--- src/rtl/sird_pkg.sv ---
// Shared types, constants and the reciprocal table for the radix digit converter.
// No dependencies; every other file imports this package.
`timescale 1ns / 1ps

package sird_pkg;

  // Fixed field widths
  localparam int IN_W       = 32;
  localparam int CHAR_W     = 8;
  localparam int RADIX_W    = 5;
  localparam int DIGIT_W    = 4;
  localparam int CFG_IDX_W  = 2;
  localparam int CFG_DATA_W = 64;
  localparam int ALPHA_W    = 128;

  // Register indexes on the configuration channel
  localparam logic [CFG_IDX_W-1:0] REG_DIGIT_COUNT = 2'd0;
  localparam logic [CFG_IDX_W-1:0] REG_ALPHA_LOW   = 2'd1;
  localparam logic [CFG_IDX_W-1:0] REG_ALPHA_HIGH  = 2'd2;

  // Register reset values ("01234567" and "89abcdef", byte 0 lowest)
  localparam logic [RADIX_W-1:0]    DIGIT_COUNT_RST = 5'd10;
  localparam logic [CFG_DATA_W-1:0] ALPHA_LOW_RST   = 64'h3736_3534_3332_3130;
  localparam logic [CFG_DATA_W-1:0] ALPHA_HIGH_RST  = 64'h6665_6463_6261_3938;

  localparam logic [CHAR_W-1:0] MINUS_CHAR = 8'h2D;

  typedef enum logic [1:0] {
    ST_IDLE,
    ST_MUL,
    ST_FIX,
    ST_EMIT
  } sird_state_t;

  // Configuration as seen by the datapath
  typedef struct packed {
    logic [RADIX_W-1:0] radix;
    logic [ALPHA_W-1:0] alphabet;
  } sird_cfg_t;

  // Controller to datapath
  typedef struct packed {
    logic load;
    logic mul;
    logic fix;
    logic emit;
  } sird_cmd_t;

  // Datapath to controller
  typedef struct packed {
    logic q_zero;
    logic final_char;
    logic out_free;
  } sird_stat_t;

  // floor(2^32 / r) for r in 2..16
  function automatic logic [31:0] recip32(logic [RADIX_W-1:0] r);
    logic [31:0] v;
    case (r)
      5'd2:    v = 32'h8000_0000;
      5'd3:    v = 32'h5555_5555;
      5'd4:    v = 32'h4000_0000;
      5'd5:    v = 32'h3333_3333;
      5'd6:    v = 32'h2AAA_AAAA;
      5'd7:    v = 32'h2492_4924;
      5'd8:    v = 32'h2000_0000;
      5'd9:    v = 32'h1C71_C71C;
      5'd10:   v = 32'h1999_9999;
      5'd11:   v = 32'h1745_D174;
      5'd12:   v = 32'h1555_5555;
      5'd13:   v = 32'h13B1_3B13;
      5'd14:   v = 32'h1249_2492;
      5'd15:   v = 32'h1111_1111;
      5'd16:   v = 32'h1000_0000;
      default: v = 32'h8000_0000;
    endcase
    return v;
  endfunction

endpackage

--- src/rtl/sird_num_if.sv ---
// Input channel: one signed integer per transfer.
// Depends on sird_pkg.
`timescale 1ns / 1ps

interface sird_num_if;
  import sird_pkg::*;

  logic                   valid;
  logic                   ready;
  logic signed [IN_W-1:0] number_in;

  modport source (output valid, output number_in, input ready);
  modport sink   (input valid, input number_in, output ready);
endinterface

--- src/rtl/sird_char_if.sv ---
// Output channel: one character per transfer with an end-of-number flag.
// Depends on sird_pkg.
`timescale 1ns / 1ps

interface sird_char_if;
  import sird_pkg::*;

  logic              valid;
  logic              ready;
  logic [CHAR_W-1:0] char_out;
  logic              last_char;

  modport source (output valid, output char_out, output last_char, input ready);
  modport sink   (input valid, input char_out, input last_char, output ready);
endinterface

--- src/rtl/sird_cfg_if.sv ---
// Configuration write channel: register index and write data.
// Depends on sird_pkg.
`timescale 1ns / 1ps

interface sird_cfg_if;
  import sird_pkg::*;

  logic                  valid;
  logic                  ready;
  logic [CFG_IDX_W-1:0]  index;
  logic [CFG_DATA_W-1:0] data;

  modport source (output valid, output index, output data, input ready);
  modport sink   (input valid, input index, input data, output ready);
endinterface

--- src/rtl/sird_regs.sv ---
// Configuration registers: digit count and the two alphabet words.
// Depends on sird_pkg and sird_cfg_if; produces the clamped radix.
`timescale 1ns / 1ps

module sird_regs #(
  parameter int MAX_RADIX = 16
) (
  input  logic               clk,
  input  logic               rst,
  sird_cfg_if.sink           cfg,
  output sird_pkg::sird_cfg_t cfg_out
);
  import sird_pkg::*;

  logic [RADIX_W-1:0]    digit_count;
  logic [CFG_DATA_W-1:0] alphabet_low;
  logic [CFG_DATA_W-1:0] alphabet_high;

  assign cfg.ready = 1'b1;

  // Register writes; unknown indexes are dropped
  always_ff @(posedge clk) begin
    if (rst) begin
      digit_count   <= DIGIT_COUNT_RST;
      alphabet_low  <= ALPHA_LOW_RST;
      alphabet_high <= ALPHA_HIGH_RST;
    end else if (cfg.valid) begin
      case (cfg.index)
        REG_DIGIT_COUNT: digit_count   <= cfg.data[RADIX_W-1:0];
        REG_ALPHA_LOW:   alphabet_low  <= cfg.data;
        REG_ALPHA_HIGH:  alphabet_high <= cfg.data;
        default: ;
      endcase
    end
  end

  // Clamp the radix to 2..MAX_RADIX
  always_comb begin
    if (digit_count < RADIX_W'(2)) begin
      cfg_out.radix = RADIX_W'(2);
    end else if (digit_count > RADIX_W'(MAX_RADIX)) begin
      cfg_out.radix = RADIX_W'(MAX_RADIX);
    end else begin
      cfg_out.radix = digit_count;
    end
    cfg_out.alphabet = {alphabet_high, alphabet_low};
  end

endmodule

--- src/rtl/sird_ctrl.sv ---
// Sequencer: accept, divide digit by digit, then emit characters.
// Depends on sird_pkg; drives the datapath through sird_cmd_t.
`timescale 1ns / 1ps

module sird_ctrl (
  input  logic                 clk,
  input  logic                 rst,
  input  logic                 in_valid,
  output logic                 in_ready,
  input  sird_pkg::sird_stat_t st,
  output sird_pkg::sird_cmd_t  cmd
);
  import sird_pkg::*;

  sird_state_t state, state_next;

  always_ff @(posedge clk) begin
    if (rst) begin
      state <= ST_IDLE;
    end else begin
      state <= state_next;
    end
  end

  // Next state and commands
  always_comb begin
    state_next = state;
    cmd        = '0;
    in_ready   = 1'b0;
    case (state)
      ST_IDLE: begin
        in_ready = 1'b1;
        if (in_valid) begin
          cmd.load   = 1'b1;
          state_next = ST_MUL;
        end
      end
      ST_MUL: begin
        cmd.mul    = 1'b1;
        state_next = ST_FIX;
      end
      ST_FIX: begin
        cmd.fix    = 1'b1;
        state_next = st.q_zero ? ST_EMIT : ST_MUL;
      end
      ST_EMIT: begin
        if (st.out_free) begin
          cmd.emit = 1'b1;
          if (st.final_char) begin
            state_next = ST_IDLE;
          end
        end
      end
      default: state_next = ST_IDLE;
    endcase
  end

endmodule

--- src/rtl/sird_dp.sv ---
// Datapath: magnitude, reciprocal-multiply divider, digit store, output register.
// Depends on sird_pkg and sird_char_if.
`timescale 1ns / 1ps

module sird_dp #(
  parameter int VALUE_BITS = 32
) (
  input  logic                  clk,
  input  logic                  rst,
  input  logic [VALUE_BITS-1:0] raw,
  input  sird_pkg::sird_cfg_t   cfg,
  input  sird_pkg::sird_cmd_t   cmd,
  output sird_pkg::sird_stat_t  st,
  sird_char_if.source           text
);
  import sird_pkg::*;

  localparam int VB = VALUE_BITS;
  localparam int CW = $clog2(VB + 1);
  localparam int IW = $clog2(VB);

  logic [VB-1:0]      mag;
  logic [VB-1:0]      q_est;
  logic               neg;
  logic [CW-1:0]      count;
  logic [DIGIT_W-1:0] store [VB];
  logic               out_valid;
  logic [CHAR_W-1:0]  out_char;
  logic               out_last;

  logic [VB-1:0]      mag_in;
  logic [31:0]        recip_full;
  logic [VB-1:0]      recip;
  logic [2*VB-1:0]    prod;
  logic [9:0]         back_full;
  logic [RADIX_W-1:0] rem5;
  logic               over;
  logic [RADIX_W-1:0] digit_full;
  logic [DIGIT_W-1:0] digit;
  logic [VB-1:0]      q_fix;
  logic [CW-1:0]      rd_ptr;
  logic [CW-1:0]      rd_prev;
  logic [DIGIT_W-1:0] rd_digit;
  logic [CHAR_W-1:0]  glyph;

  // Two's complement magnitude; the most negative value maps to 2^(VB-1)
  assign mag_in = raw[VB-1] ? ((~raw) + VB'(1)) : raw;

  // Quotient estimate: floor(mag * floor(2^VB / r) / 2^VB), low by at most one
  assign recip_full = recip32(cfg.radix);
  assign recip      = recip_full[31 -: VB];
  assign prod       = (2*VB)'(mag) * (2*VB)'(recip);

  // Remainder is below 2r, so the low five bits of the difference are exact
  assign back_full  = 10'(q_est[RADIX_W-1:0]) * 10'(cfg.radix);
  assign rem5       = mag[RADIX_W-1:0] - back_full[RADIX_W-1:0];
  assign over       = (rem5 >= cfg.radix);
  assign digit_full = over ? (rem5 - cfg.radix) : rem5;
  assign digit      = digit_full[DIGIT_W-1:0];
  assign q_fix      = over ? (q_est + VB'(1)) : q_est;

  // Most significant stored digit first; rd_digit holds entry count-1
  assign rd_ptr  = count - CW'(1);
  assign rd_prev = count - CW'(2);
  assign glyph   = cfg.alphabet[{rd_digit, 3'b000} +: CHAR_W];

  assign st.q_zero     = (q_fix == '0);
  assign st.final_char = !neg && (count == CW'(1));
  assign st.out_free   = !out_valid || text.ready;

  // Divider and digit count
  always_ff @(posedge clk) begin
    if (rst) begin
      mag   <= '0;
      neg   <= 1'b0;
      count <= '0;
    end else if (cmd.load) begin
      mag   <= mag_in;
      neg   <= raw[VB-1];
      count <= '0;
    end else if (cmd.fix) begin
      mag   <= q_fix;
      count <= count + CW'(1);
    end else if (cmd.emit) begin
      if (neg) begin
        neg <= 1'b0;
      end else begin
        count <= rd_ptr;
      end
    end
  end

  always_ff @(posedge clk) begin
    if (cmd.mul) begin
      q_est <= prod[2*VB-1:VB];
    end
  end

  // Digit store, least significant digit at entry 0; registered read
  // follows the top entry: the new digit on a store, the next one down on emit
  always_ff @(posedge clk) begin
    if (cmd.fix) begin
      store[count[IW-1:0]] <= digit;
      rd_digit             <= digit;
    end else if (cmd.emit && !neg) begin
      rd_digit <= store[rd_prev[IW-1:0]];
    end
  end

  // Output register
  always_ff @(posedge clk) begin
    if (rst) begin
      out_valid <= 1'b0;
    end else if (cmd.emit) begin
      out_valid <= 1'b1;
    end else if (text.ready) begin
      out_valid <= 1'b0;
    end
  end

  always_ff @(posedge clk) begin
    if (cmd.emit) begin
      if (neg) begin
        out_char <= MINUS_CHAR;
        out_last <= 1'b0;
      end else begin
        out_char <= glyph;
        out_last <= (count == CW'(1));
      end
    end
  end

  assign text.valid     = out_valid;
  assign text.char_out  = out_char;
  assign text.last_char = out_last;

  // Digit count never runs past the store
  a_store_room: assert property (@(posedge clk) disable iff (rst)
    cmd.fix |-> (count < CW'(VB)))
    else $error("digit store overflow");

  // Corrected remainder is a valid digit
  a_digit_range: assert property (@(posedge clk) disable iff (rst)
    cmd.fix |-> (RADIX_W'(digit) < cfg.radix))
    else $error("remainder not below radix");

  // Estimated quotient never exceeds the dividend
  a_q_bound: assert property (@(posedge clk) disable iff (rst)
    cmd.fix |-> (q_est <= mag))
    else $error("quotient estimate too large");

  // The final character is presented with its flag set
  a_last_flag: assert property (@(posedge clk) disable iff (rst)
    (cmd.emit && st.final_char) |=> (text.valid && text.last_char))
    else $error("final character lost its flag");

endmodule

--- src/rtl/signed_integer_to_radix_digits_core.sv ---
// Top level of the signed integer to radix digit text converter.
// Depends on sird_pkg, the three channel interfaces, sird_regs, sird_ctrl and sird_dp.
`timescale 1ns / 1ps

// Each accepted integer is written out in the configured radix (2..MAX_RADIX),
// most significant character first, with a leading '-' for negative values and
// last_char set on the final character. Each item is accepted, divided digit by
// digit in the shared reciprocal-multiply divider (multiply, then correct and
// store), and then written out character by character, stalling while the
// output is not ready. A new item is taken once the previous one's last
// character sits in the output register.
// Configuration writes are always taken; make them while no number is in flight.
module signed_integer_to_radix_digits_core #(
  parameter int MAX_RADIX  = 16,
  parameter int VALUE_BITS = 32
) (
  input  logic       clk,
  input  logic       rst,
  sird_cfg_if.sink   cfg,
  sird_num_if.sink   number,
  sird_char_if.source text
);
  import sird_pkg::*;

  sird_cfg_t  cfg_val;
  sird_cmd_t  cmd;
  sird_stat_t st;

  sird_regs #(
    .MAX_RADIX (MAX_RADIX)
  ) u_regs (
    .clk     (clk),
    .rst     (rst),
    .cfg     (cfg),
    .cfg_out (cfg_val)
  );

  sird_ctrl u_ctrl (
    .clk      (clk),
    .rst      (rst),
    .in_valid (number.valid),
    .in_ready (number.ready),
    .st       (st),
    .cmd      (cmd)
  );

  sird_dp #(
    .VALUE_BITS (VALUE_BITS)
  ) u_dp (
    .clk  (clk),
    .rst  (rst),
    .raw  (number.number_in[VALUE_BITS-1:0]),
    .cfg  (cfg_val),
    .cmd  (cmd),
    .st   (st),
    .text (text)
  );

endmodule

--- src/flat_wrapper.sv ---
// flat-port wrapper written by rule: the top's interface ports become plain ports
module signed_integer_to_radix_digits_core_flat import sird_pkg::*;
#(
  parameter int MAX_RADIX  = 16,
  parameter int VALUE_BITS = 32
)
  (clk, rst, cfg_valid, cfg_index, cfg_data, cfg_ready, number_valid, number_number_in, number_ready, text_valid, text_char_out, text_last_char, text_ready);
  sird_cfg_if cfg_i ();
  sird_num_if number_i ();
  sird_char_if text_i ();
  input  logic clk;
  input  logic rst;
  input wire logic [$bits(cfg_i.valid)-1:0] cfg_valid;
  input wire logic [$bits(cfg_i.index)-1:0] cfg_index;
  input wire logic [$bits(cfg_i.data)-1:0] cfg_data;
  output wire logic [$bits(cfg_i.ready)-1:0] cfg_ready;
  input wire logic [$bits(number_i.valid)-1:0] number_valid;
  input wire logic [$bits(number_i.number_in)-1:0] number_number_in;
  output wire logic [$bits(number_i.ready)-1:0] number_ready;
  output wire logic [$bits(text_i.valid)-1:0] text_valid;
  output wire logic [$bits(text_i.char_out)-1:0] text_char_out;
  output wire logic [$bits(text_i.last_char)-1:0] text_last_char;
  input wire logic [$bits(text_i.ready)-1:0] text_ready;
  assign cfg_i.valid = cfg_valid;
  assign cfg_i.index = cfg_index;
  assign cfg_i.data = cfg_data;
  assign cfg_ready = cfg_i.ready;
  assign number_i.valid = number_valid;
  assign number_i.number_in = number_number_in;
  assign number_ready = number_i.ready;
  assign text_valid = text_i.valid;
  assign text_char_out = text_i.char_out;
  assign text_last_char = text_i.last_char;
  assign text_i.ready = text_ready;
  signed_integer_to_radix_digits_core #(.MAX_RADIX(MAX_RADIX), .VALUE_BITS(VALUE_BITS)) u_core (.clk(clk), .rst(rst), .cfg(cfg_i), .number(number_i), .text(text_i));
endmodule
--- config.mk ---
export PLATFORM = sky130hd
export DESIGN_NAME = signed_integer_to_radix_digits_core_flat
export DESIGN_NICKNAME = d
export VERILOG_FILES = /design/src/rtl/sird_pkg.sv /design/src/rtl/sird_num_if.sv /design/src/rtl/sird_char_if.sv /design/src/rtl/sird_cfg_if.sv /design/src/rtl/sird_regs.sv /design/src/rtl/sird_ctrl.sv /design/src/rtl/sird_dp.sv /design/src/rtl/signed_integer_to_radix_digits_core.sv /design/src/flat_wrapper.sv
export SDC_FILE = /design/constraint.sdc
export NUM_CORES = 2
export LEC_CHECK = 0
export ABC_AREA = 1
export BUFFER_PORTS_ARGS = -buffer_cell sky130_fd_sc_hd__buf_2
export CAP_MARGIN = 0
export CORE_ASPECT_RATIO = 1.4
export CORE_MARGIN = 2
export CORE_UTILIZATION = 25
export CTS_CLUSTER_DIAMETER = 50
export DETAILED_ROUTE_END_ITERATION = 16
export SYNTH_ARGS = -nofsm -noshare
export SYNTH_HDL_FRONTEND = slang
export SYNTH_SLANG_ARGS = --single-unit
--- constraint.sdc ---
create_clock -name clk -period 17.3 [get_ports clk]
set_clock_uncertainty 0.2 [all_clocks]
set_input_delay 1.73 -clock clk [delete_from_list [all_inputs] [get_ports clk]]
set_output_delay 1.73 -clock clk [all_outputs]
set_load 0.01 [all_outputs]
Word-level counts from Yosys, hierarchy flattened:

Memories as Yosys holds them, arrays and structs flattened.
Index checks and enable logic that the tools add are counted.

* memories kept: 2
* bits in registers: 220
* memory bits (read-only): 1024
* word-level logic and storage cells: 90
* memory bits (writable): 128
* input port bits: 103

Memories
* (name not given): words 32, bits a word 32, rd ports 1, clocked after Yosys merged registers in 0, write ports 0, line sird_pkg.sv:59 `case (r)`
* u_core.u_dp.store: words 32, bits a word 4, rd ports 1, clocked after Yosys merged registers in 0, write ports 1, line sird_dp.sv:26 `logic [DIGIT_W-1:0] store [VB];`

* shift-type cells: 1
* reduce and logical (&&, ||, !) cells: 20
* bitwise operators: 1
* multiply operators: 2
* $add $sub $neg: 7
* equality and inequality tests: 11
* mux-type cells: 31
* magnitude comparators: 3

Operators by type and width (number)
* $mux 32: 4
* $shiftx 128x8->8: 1
* $add 32x1->32 const B: 2
* $mul 32x32->64: 1
* $logic_not 32->1: 1
* $not 32->32: 1
* $mux 6: 3
* $mux 1: 14
* $mux 4: 3
* $mux 5: 2
* $reduce_and 2->1: 5
* $reduce_bool 2->1: 5
* $mux 2: 4
* $ne 2x1->1 const B: 4
* $pmux 2 s4: 1
* $add 6x1->6 const B: 1
* $eq 2x2->1 const B: 3
* $eq 6x1->1 const B: 1
* $sub 6x1->6 const B: 1
* $ge 5x5->1: 1
* $gt 5x5->1 const B: 1
* $lt 5x2->1 const B: 1
* $mul 5x5->5: 1
* $sub 5x2->5 const B: 1
* other kinds (10): 14

Logic depth before layout (Yosys ltp):

* word-level depth: 10
* depth in mapped cells: 45

Hierarchy:

Synthesis repeated with hierarchy kept, for this count alone.

* cell total of the unflattened synthesis: 6065
* area total of the unflattened synthesis: 49348.6 um^2

By module, submodules not included
* sird_dp: area an instance 44083.5 um^2, sequential area each 5995.8 um^2, instances 1, cells an instance 5297
* sird_regs: area an instance 5144.9 um^2, sequential area each 2662.6 um^2, instances 1, cells an instance 748
* sird_ctrl: area an instance 120.1 um^2, sequential area each 40.0 um^2, instances 1, cells an instance 20

Worst setup path before layout:

Ideal clock, no wire load.

* kind: register -> register
* start: reg u_core.u_regs.digit_count[4]
* end: reg u_core.u_dp.q_est[23], data pin
* clock period less this slack: 8.398 ns
* stages on the path, launching flop included: 33
* slack: 8.902 ns
* buffers on the path: 1
* data arrival time: 7.945 ns
* cell sequence: dfxtp_1 > nor2_2 > nand3_2 > o21ai_1 > inv_1 > ha_1 > o311ai_2 > clkbuf_1 > nor2_1 > fa_1 > inv_1 > fa_1 > inv_1 > fa_1 > inv_1 > fa_1 > inv_1 > fa_1 > fa_1 > fa_1 > inv_1 > fa_1 > inv_1 > ha_1 > a21oi_1 > o21ai_0 > a21oi_1 > a21boi_0 > o21ai_0 > a21oi_1 > nand2_1 > nand2_1 > nand2_1

* word-level cells in the longest chain between the ends: 5
* elaborated cells on any way between the ends: 6
* classes of those cells: mul (1); order compare (2); mux (2); memory (1)

Ends and longest elaborated chain
* start: declaration: line sird_regs.sv:15 `logic [RADIX_W-1:0] digit_count;`
* start signal: assignment: line sird_regs.sv:29 `REG_DIGIT_COUNT: digit_count <= cfg.data[RADIX_W-1:0];`
* $gt 5x5->1: line sird_regs.sv:41 `end else if (digit_count > RADIX_W'(MAX_RADIX)) begin`
* $mux 5: line sird_regs.sv:41
* $mux 5 (*): line sird_regs.sv:39 `if (digit_count < RADIX_W'(2)) begin`
* $mem_v2 32x32 (*)
* $mul 32x32->64 (*): line sird_dp.sv:52 `assign prod = (2*VB)'(mag) * (2*VB)'(recip);`
* net u_core.u_dp.prod[55]: line sird_dp.sv:34 `logic [2*VB-1:0] prod;`
* end signal: assignment: line sird_dp.sv:95 `q_est <= prod[2*VB-1:VB];`
* end: declaration: line sird_dp.sv:23 `logic [VB-1:0] q_est;`

Mark *: on every way through the listed nets, which the timed path passes. The rest lies on a longest branch.
A chain may end at the register's enable or synchronous reset.

Worst setup path after layout:

* start: reg u_core.u_regs.digit_count[4]
* end: reg u_core.u_dp.q_est[21], data pin

The elaborated chain is that of the path after synthesis.

==> flow_summary.toml <==
[die]
die_h_um = 527
core_area_um2 = 194000
fp.dieArea_um2 = 199000
die_w_um = 377
io_pins = 115
start_util_pct = 25.2
rows = 191

[timing]
final.period_utilization_pct = 66.0
max_freq_ghz = 0.0876
finalSetupTns_ns = 0
max_slew.worst_pin.slew_ns = 1.19
relSlewSlack_pct = 20.5
hold_ws_ns = 0.245
rsz0062_at_grt = "false"
min_period_ns = 11.42
finalWorstSetupSlack_ns = 5.88
slew_viol_final = 0
hold_viol_final = 0
setup_viol = 0

[setup_path]
critPathKind = "flip-flop to flip-flop"
cp_data_required_time_ns = 17.49
critPathTopFamily = "adder cells"
max_stage_delay_ns = 0.72
cp_num_buf_inv = 8
crit_top_cell = "fa_1"
end_kind = "flip-flop"
cp_max_fo = 25
critPathSlowestCell = "a21boi_0"
cp.arrival_ns = 11.60
critPathLaunchType = "flip-flop"

[grt]
grt_max_degree = 94
gr-total-overflow = 0
antenna_found_initial = 7
grtUsageTotal_pct = 18.9
grt_first_pass_wirelength_um = 278000
grt_pass1_vias = 43200

[synthesis]
synth_xor_area_share_pct = 1.22
syn-instance-count = 5863
synth_edf_count = 173
synth_area_um2 = 48800
synth_compound_gate_area_share_pct = 8.19
synth.net_count = 7153
synth.most_common_cell = "inv_1"
yosysTopAreaCellShare_pct = 36.9
synth_area_leaders = "fa_1, edfxtp_1, inv_1"
synth_top_family_by_area = "adder cells"
synth_fa_ha_area_share_pct = 44.3
syn_area_per_cell_um2 = 8.32
synth-simple-area-share_pct = 16.8
async_flop_share_pct = 0
muxShareOfSynthArea_pct = 0
ys.flop_type = "dfxtp_1"
ys_warn_count = 0
yosysSeqAreaShare_pct = 17.8
synth_seq_cells = 348
ys_top_cells_by_count = "inv_1, nor2_1, fa_1"
synth_largest_area_cell = "fa_1"
synth.distinct_cells = 62

[worst_hold_path]
min_path_type = "flip-flop to flip-flop"

[cells_and_area]
layout-drive-gt1-share_pct = 5.00
n_fill_cell = 20700
layout.nets = 7144
postLayoutCoreUtil_pct = 27.5
area_delta_synth_final_pct = 9.14

[placement]
numPortBuffers = 113
pre_cts_slack_ns = 6.23
hpwl_um = 154000
gp_congestion = 1.02

[drt]
first_pass_iters = 6
route.met2.wl_um = 93800
wl_met1_um = 65200
route.met3.wl_um = 12700
viasPerCell = 4.79
num_vias = 40200
detail-route-antenna-nets = 0
dr.max_layer_used = "met5"
drc = 0
wl_um = 190000
drt_iter0_drc = 3270
wl_per_cell_um = 22.6

[clocking]
cts_tree = "done"
ctsHtreeMaxLevel = 1
post-cts-setup-buffer-count = 0
cts_buffer_depth = 3
clkTransAtPathRegs_ns = 0.07
postCtsResizedCells = 0
insertion_delay_ns = 0.65
cts.sinks = 348
root_buffer = "clkbuf_16"
hold_buffers = 0
cts_buffers = 31

[outcome]
status = "completed"

[run]
maxCapViolCount = 0
[layer usage]
layer	vias to the layer above	track usage (%)
met2	1729	33.4
met5	-	0
li1	17800	-
met4	4	14.9
met3	628	2.88
met1	20000	20.0
[cell type report]
cell class              instances  area, um2  share of cell area [%]
multi-input cells            4014      34500                    64.8
flip-flops and latches        348       8700                    16.3
inverters                    1282       4820                    9.06
well taps                    2509       3140                    5.90
repair buffers                177       1050                    1.96
clock buffers                  33        805                    1.51
clock inverters                25        238                   0.447
diodes                          3       7.51                  0.0141
[cells by family after synthesis]
kind of cell / after synthesis
adders and majority gates: 1187
xor gates and xnor gates: 68
and+or+nand+nor: 2060
DFF: 348
AOI/OAI and AO/OA: 698
buffers and inverters: 1501
other: 1
[through the flow]
stage               instances  cell area [um2]
detailed placement       8330            52200
finish                   8391            53200
global route             8390            53200
floorplan                5863            48800
CTS                      8388            53200
global placement         8330            52200
[layout by cell type (no fill, tap or decap), drive strengths merged, types with 3 or more instances in the layout]
cell type,n
inv,1269
nor2,975
fa,899
nand2,841
o21ai,323
ha,288
a21oi,196
buf,177
dfxtp,175
edfxtp,173
nand3,158
o211ai,56
xor2,43
nor3,34
clkbuf,33
clkinv,31
nand4,29
o221ai,29
xnor2,25
a31oi,23
o22ai,19
o21a,13
o21bai,10
nor4,9
a21boi,8
a21o,7
or2,7
clkinvlp,6
nand3b,4
diode,3
and3,3
a221oi,3
[flip-flops by register name, summed over array words and instances (netlist names)]
signal	count
u_core.u_dp.mag	32
u_core.u_regs.alphabet_low	64
u_core.u_regs.digit_count	5
u_core.u_dp.rd_digit	4
u_core.u_dp.q_est	32
u_core.u_dp.store	128
u_core.u_ctrl.state	2
u_core.u_dp.count	6
u_core.u_dp.neg	1
u_core.u_dp.text.last_char	1
u_core.u_dp.text.char_out	8
u_core.u_regs.alphabet_high	64
u_core.u_dp.text.valid	1
[worst register-to-register path, delay by kind of cell (launching register included)]
kind | cells | cell delay, ns
fa+ha+maj | 10 | 4.59
compound gates | 6 | 2.64
buf+inv | 8 | 1.83
simple gates | 11 | 1.44
flops | 1 | 0.47
[final timing paths]
kind | startpoint | end | slack (ns) | cells past startpoint
min reg2reg | u_core.u_regs.alphabet_high[10] | u_core.u_regs.alphabet_high[10] | 0.25 | 2
max | u_core.u_regs.digit_count[4] | u_core.u_dp.q_est[21] | 5.88 | 35
min | u_core.u_regs.alphabet_high[10] | u_core.u_regs.alphabet_high[10] | 0.25 | 2
max reg2reg | u_core.u_regs.digit_count[4] | u_core.u_dp.q_est[21] | 5.88 | 35
Power is not shown: default switching activity piles up to over one toggle a cycle in this logic, so the estimate is an artifact.
